$ cat src/sv/mds_pkg.sv
// mds_pkg: shared types, constants and the popcount helper for the medoid descriptor select block
// no dependencies; used by every module in sv/
package mds_pkg;

	localparam int MAX_DESCRIPTORS_DEF = 32;
	localparam int WORD_W = 64;
	localparam int DESC_W = 4 * WORD_W;
	localparam int PART_W = 7;
	localparam int DIST_W = 9;

	// input transaction
	typedef struct packed {
		logic [WORD_W-1:0] desc_word0;
		logic [WORD_W-1:0] desc_word1;
		logic [WORD_W-1:0] desc_word2;
		logic [WORD_W-1:0] desc_word3;
		logic              last_desc;
	} desc_in_t;

	// result transaction
	typedef struct packed {
		logic [WORD_W-1:0] best_word0;
		logic [WORD_W-1:0] best_word1;
		logic [WORD_W-1:0] best_word2;
		logic [WORD_W-1:0] best_word3;
		logic [4:0]        best_index;
		logic [8:0]        best_median;
		logic [5:0]        set_count;
		logic              overflowed;
	} result_t;

	// status of the distance pipeline towards the sequencer
	typedef struct packed {
		logic              pipe_busy;
		logic              valid;
		logic [DIST_W-1:0] hdist;
	} dist_status_t;

	// ones in one byte
	function automatic logic [3:0] pop8(input logic [7:0] v);
		logic [3:0] n;
		n = 4'd0;
		for (int b = 0; b < 8; b++)
			n = n + {3'd0, v[b]};
		return n;
	endfunction

	// ones in one 64-bit word, as a sum of byte counts
	function automatic logic [PART_W-1:0] pop64(input logic [WORD_W-1:0] v);
		logic [PART_W-1:0] n;
		n = '0;
		for (int k = 0; k < 8; k++)
			n = n + {3'd0, pop8(v[8*k +: 8])};
		return n;
	endfunction

endpackage

$ cat src/sv/mds_dist.sv
// mds_dist: shared two-stage hamming distance unit (xor, word popcounts, sum)
// depends on mds_pkg
module mds_dist (
	input  logic                       clk,
	input  logic                       arst_n,
	input  logic                       in_valid,
	input  logic [mds_pkg::DESC_W-1:0] row,
	input  logic [mds_pkg::DESC_W-1:0] ref_row,
	output mds_pkg::dist_status_t      status
);

	logic [mds_pkg::PART_W-1:0] part_s1 [4];
	logic                       valid_s1;
	logic [mds_pkg::DIST_W-1:0] dist_s2;
	logic                       valid_s2;
	logic [mds_pkg::DESC_W-1:0] diff;

	assign diff = row ^ ref_row;

	// valid tracking
	always_ff @(posedge clk or negedge arst_n) begin
		if (!arst_n) begin
			valid_s1 <= 1'b0;
			valid_s2 <= 1'b0;
		end else begin
			valid_s1 <= in_valid;
			valid_s2 <= valid_s1;
		end
	end

	// stage 1: per-word popcounts
	always_ff @(posedge clk) begin
		for (int w = 0; w < 4; w++)
			part_s1[w] <= mds_pkg::pop64(diff[mds_pkg::WORD_W*w +: mds_pkg::WORD_W]);
	end

	// stage 2: sum of the four words
	always_ff @(posedge clk) begin
		dist_s2 <= mds_pkg::DIST_W'({2'd0, part_s1[0]}) + mds_pkg::DIST_W'({2'd0, part_s1[1]})
			+ mds_pkg::DIST_W'({2'd0, part_s1[2]}) + mds_pkg::DIST_W'({2'd0, part_s1[3]});
	end

	assign status.pipe_busy = in_valid | valid_s1 | valid_s2;
	assign status.valid     = valid_s2;
	assign status.hdist     = dist_s2;

endmodule

$ cat config.mk
export PLATFORM = sky130hd
export DESIGN_NAME = mds_dist
export DESIGN_NICKNAME = d
export VERILOG_FILES = /design/src/sv/mds_pkg.sv /design/src/sv/mds_dist.sv
export SDC_FILE = /design/constraint.sdc
export NUM_CORES = 1
export LEC_CHECK = 0
export BUFFER_PORTS_ARGS = -buffer_cell sky130_fd_sc_hd__buf_4
export CAP_MARGIN = 20
export CORE_AREA = 2 2 204 206
export DETAILED_ROUTE_END_ITERATION = 8
export DIE_AREA = 0 0 206 208
export SYNTH_ARGS = -nofsm -noshare
export SYNTH_HDL_FRONTEND = slang
export SYNTH_SLANG_ARGS = --single-unit
$ cat constraint.sdc
create_clock -name clk -period 3.5 [get_ports clk]
set_input_delay 0 -clock clk [delete_from_list [all_inputs] [get_ports clk]]
set_output_delay 0 -clock clk [all_outputs]
set_load 0.05 [all_outputs]
==> flow_summary.json <==
{
  "grt_use_met3_pct": 2.22,
  "coreArea_um2": 40600,
  "syn_inst": 934,
  "use_met2_pct": 24.4,
  "drcViolationCount": 0,
  "num_vias": 7921,
  "cp.required_ps": 3710,
  "critPathLaunch": "ref_row[87]",
  "finClkSkew_ps": 10.6,
  "rows": 74,
  "failed_checks": "negative setup slack",
  "cts_made_buffers": 5,
  "drv_cap": 0,
  "final_core_util_pct": 38.9,
  "setup_slack_ps": -1870,
  "relSlewSlack_pct": 68.8,
  "fin_crit_ps": 5370,
  "fin_crit_sh_pct": 153,
  "yosys.cell_types.count": 29,
  "status": "finished with violations",
  "io_buffers": 525,
  "route.final.wire_length_um": 27400,
  "drt-pass1-iter-count": 4,
  "yosysSeqAreaShare_pct": 7.86,
  "cts.sinks": 39,
  "arrival_ps": 5580,
  "worst_slew_pin_slew_ps": 465,
  "slew_violations": 0,
  "crit_type": "primary input to flip-flop",
  "finalSetupViolCount": 28,
  "worst_setup_path_end_kind": "flip-flop",
  "startpoint_type": "primary input",
  "clk_pin_slew_ps": 60,
  "top_usage_layer": "met2",
  "fin_nets": 2321,
  "yosys_register_bits": 39,
  "grt_overflow": 0,
  "grtUsageMet1_pct": 15.3,
  "drtAntennaViolNets": 0,
  "grt_pass1_wl_um": 44000,
  "hpwl_um": 26200,
  "clkLatencyLatePin_ps": 280,
  "root_buffer": "clkbuf_16",
  "min_path_type": "primary input to asynchronous set/reset pin",
  "post_drt_via_cell_ratio": 3.88,
  "syn_avg_cell_area_um2": 10.8,
  "area_growth_pct": 56.7,
  "tns_ps": -45070,
  "r2r-start": "part_s1[1][0]$_DFF_P_",
  "wl_per_cell_um": 13.4,
  "die_y_um": 208,
  "drive_gt1_share_pct": 45.9,
  "hold_viol_final": 0,
  "syn-cell-area_um2": 10100,
  "ios": 526,
  "htreeDepth": 2,
  "final_area_um2": 15800,
  "dieWidth_um": 206,
  "cts_tree": "built",
  "grt_usage_pct": 12.9,
  "yosysWarnings": 0,
  "post-place-ws_ps": -2250,
  "drt_iter0_markers": 148,
  "antenna-diode-count": 0,
  "grt_max_degree": 12,
  "routabilityCongestion": 0.866,
  "grt_pass1_vias": 9291,
  "post_dp_cell_area_um2": 15100,
  "syn_nets": 1748,
  "start_util_pct": 24.8,
  "die_area_um2": 42800,
  "max_freq_ghz": 0.186,
  "critPathMaxFanout": 2,
  "grt_setup_unrepaired": "true",
  "cts_buffer_depth": 2,
  "antenna_found_initial": 0
}
## flip-flops by register name, summed over array words and instances (netlist names)
signal,flops
valid_s1,1
dist_s2,9
valid_s2,1
part_s1,28
## stage by stage
step | instances | hold WS, ps
3_3_place_gp | 2026 | -218
5_1_grt | 2039 | 43.5
3_5_place_dp | 2026 | -215
2_1_floorplan | 934 | -296
6_report | 2039 | 39.8
4_1_cts | 2036 | 31.2
## synth_stat cells
library cell / instances / area [µm²]
xnor2_1: 109 / 955
a221oi_1: 1 / 8.76
a21oi_1: 18 / 90.1
nor3_1: 2 / 10.0
nand2_1: 3 / 11.3
dfxtp_1: 37 / 741
inv_1: 225 / 845
a211oi_2: 1 / 12.5
fa_1: 225 / 4500
mux2i_1: 1 / 10.0
o31a_1: 3 / 26.3
nor2b_1: 6 / 37.5
o21a_1: 3 / 22.5
buf_4: 1 / 7.51
o21ai_0: 13 / 65.1
xor2_1: 167 / 1460
a31oi_1: 1 / 6.26
nor2_1: 11 / 41.3
nand2b_1: 2 / 12.5
nand3_1: 2 / 10.0
a21o_2: 1 / 8.76
a21o_1: 8 / 60.1
dfrtp_1: 2 / 50.1
a31o_1: 1 / 8.76
ha_1: 74 / 926
o21ai_1: 1 / 5.00
o21bai_1: 7 / 52.6
or3_1: 1 / 6.26
a211oi_1: 8 / 60.1
## cells in the final DEF, fill, tap and decap left out, types with 2 or more instances in the layout
cell type and n:
inv_1 198, a21o_1 8, nor2b_2 2, a211oi_2 9
nor3_1 2, inv_2 27, o21bai_1 7, ha_1 67
xnor2_2 7, dfxtp_1 37, nand2_1 3, dlygate4sd3_1 2
xor2_1 141, clkbuf_16 5, a21oi_1 11, nand3_1 2
o21a_1 3, buf_6 26, fa_2 32, o31a_1 3
nor2_1 10, nor2b_1 4, buf_4 538, o21ai_1 3
o21ai_0 11, xnor2_1 101, ha_4 7, fa_1 193
a21oi_2 7, xor2_2 25, nand2b_1 2, dfrtp_1 2
## final timing paths
kind,end,slack [ps],cells after the start
worst min-delay path,valid_s2$_DFF_PN0_,40,2
min in group clk,part_s1[1][0]$_DFF_P_,170,3
worst min register to register,valid_s2$_DFF_PN0_,380,0
worst max-delay path,part_s1[1][6]$_DFF_P_,-1870,21
worst max register to register,dist_s2[7]$_DFF_P_,300,12
max in group asynchronous,valid_s1$_DFF_PN0_,3370,2
## cells by family (layout without fill, tap and decap cells)
group / Yosys count / in the layout / synth area share, %
simple gates: 27 / 27 / 1.28
flops: 39 / 39 / 7.86
buf+inv: 226 / 799 / 8.47
compound gates: 66 / 66 / 4.24
xor+xnor: 276 / 276 / 24.0
mux: 1 / 1 / 0.0995
fa+ha+maj: 299 / 299 / 54.0
## final cells by class
class                           count  area (µm²)
Fill cell                        4020       24800
Multi-Input combinational cell    669        8930
Timing Repair Buffer              567        4370
Inverter                          225         845
Sequential cell                    39         791
Tap cell                          532         666
Clock buffer                        6         129
Clock inverter                      1        30.0
## worst max-delay path, stage by stage
cell and delay [ps]:
buf_4 110, xor2_1 170, fa_1 560, inv_2 50, fa_2 580, inv_1 60, fa_2 450, fa_2 540
fa_2 450, fa_2 550, inv_2 40, fa_1 490, fa_1 420, inv_2 80, ha_4 140, inv_2 40
fa_2 370, nor2b_2 130, o31a_1 170, nor2_1 50, o21bai_1 120
## what timing repair did
item | CTS | global route
endpoints found under the hold margin | 3 | 0
buffers inserted | 2 | 6
endpoints found under the setup margin | 28 | 29
pin swaps | 71 | 51
hold buffers | 2 | 0
resized for setup | 59 | 44
## metal layers
metal  share of wire, %  routed length [µm]
met3                6.3                1710
met2                 54               14900
met4                1.4                 374
met1                 38               10400
met5                  0                   0
Power is not shown: default switching activity piles up to over one toggle a cycle in this logic, so the estimate is an artifact.
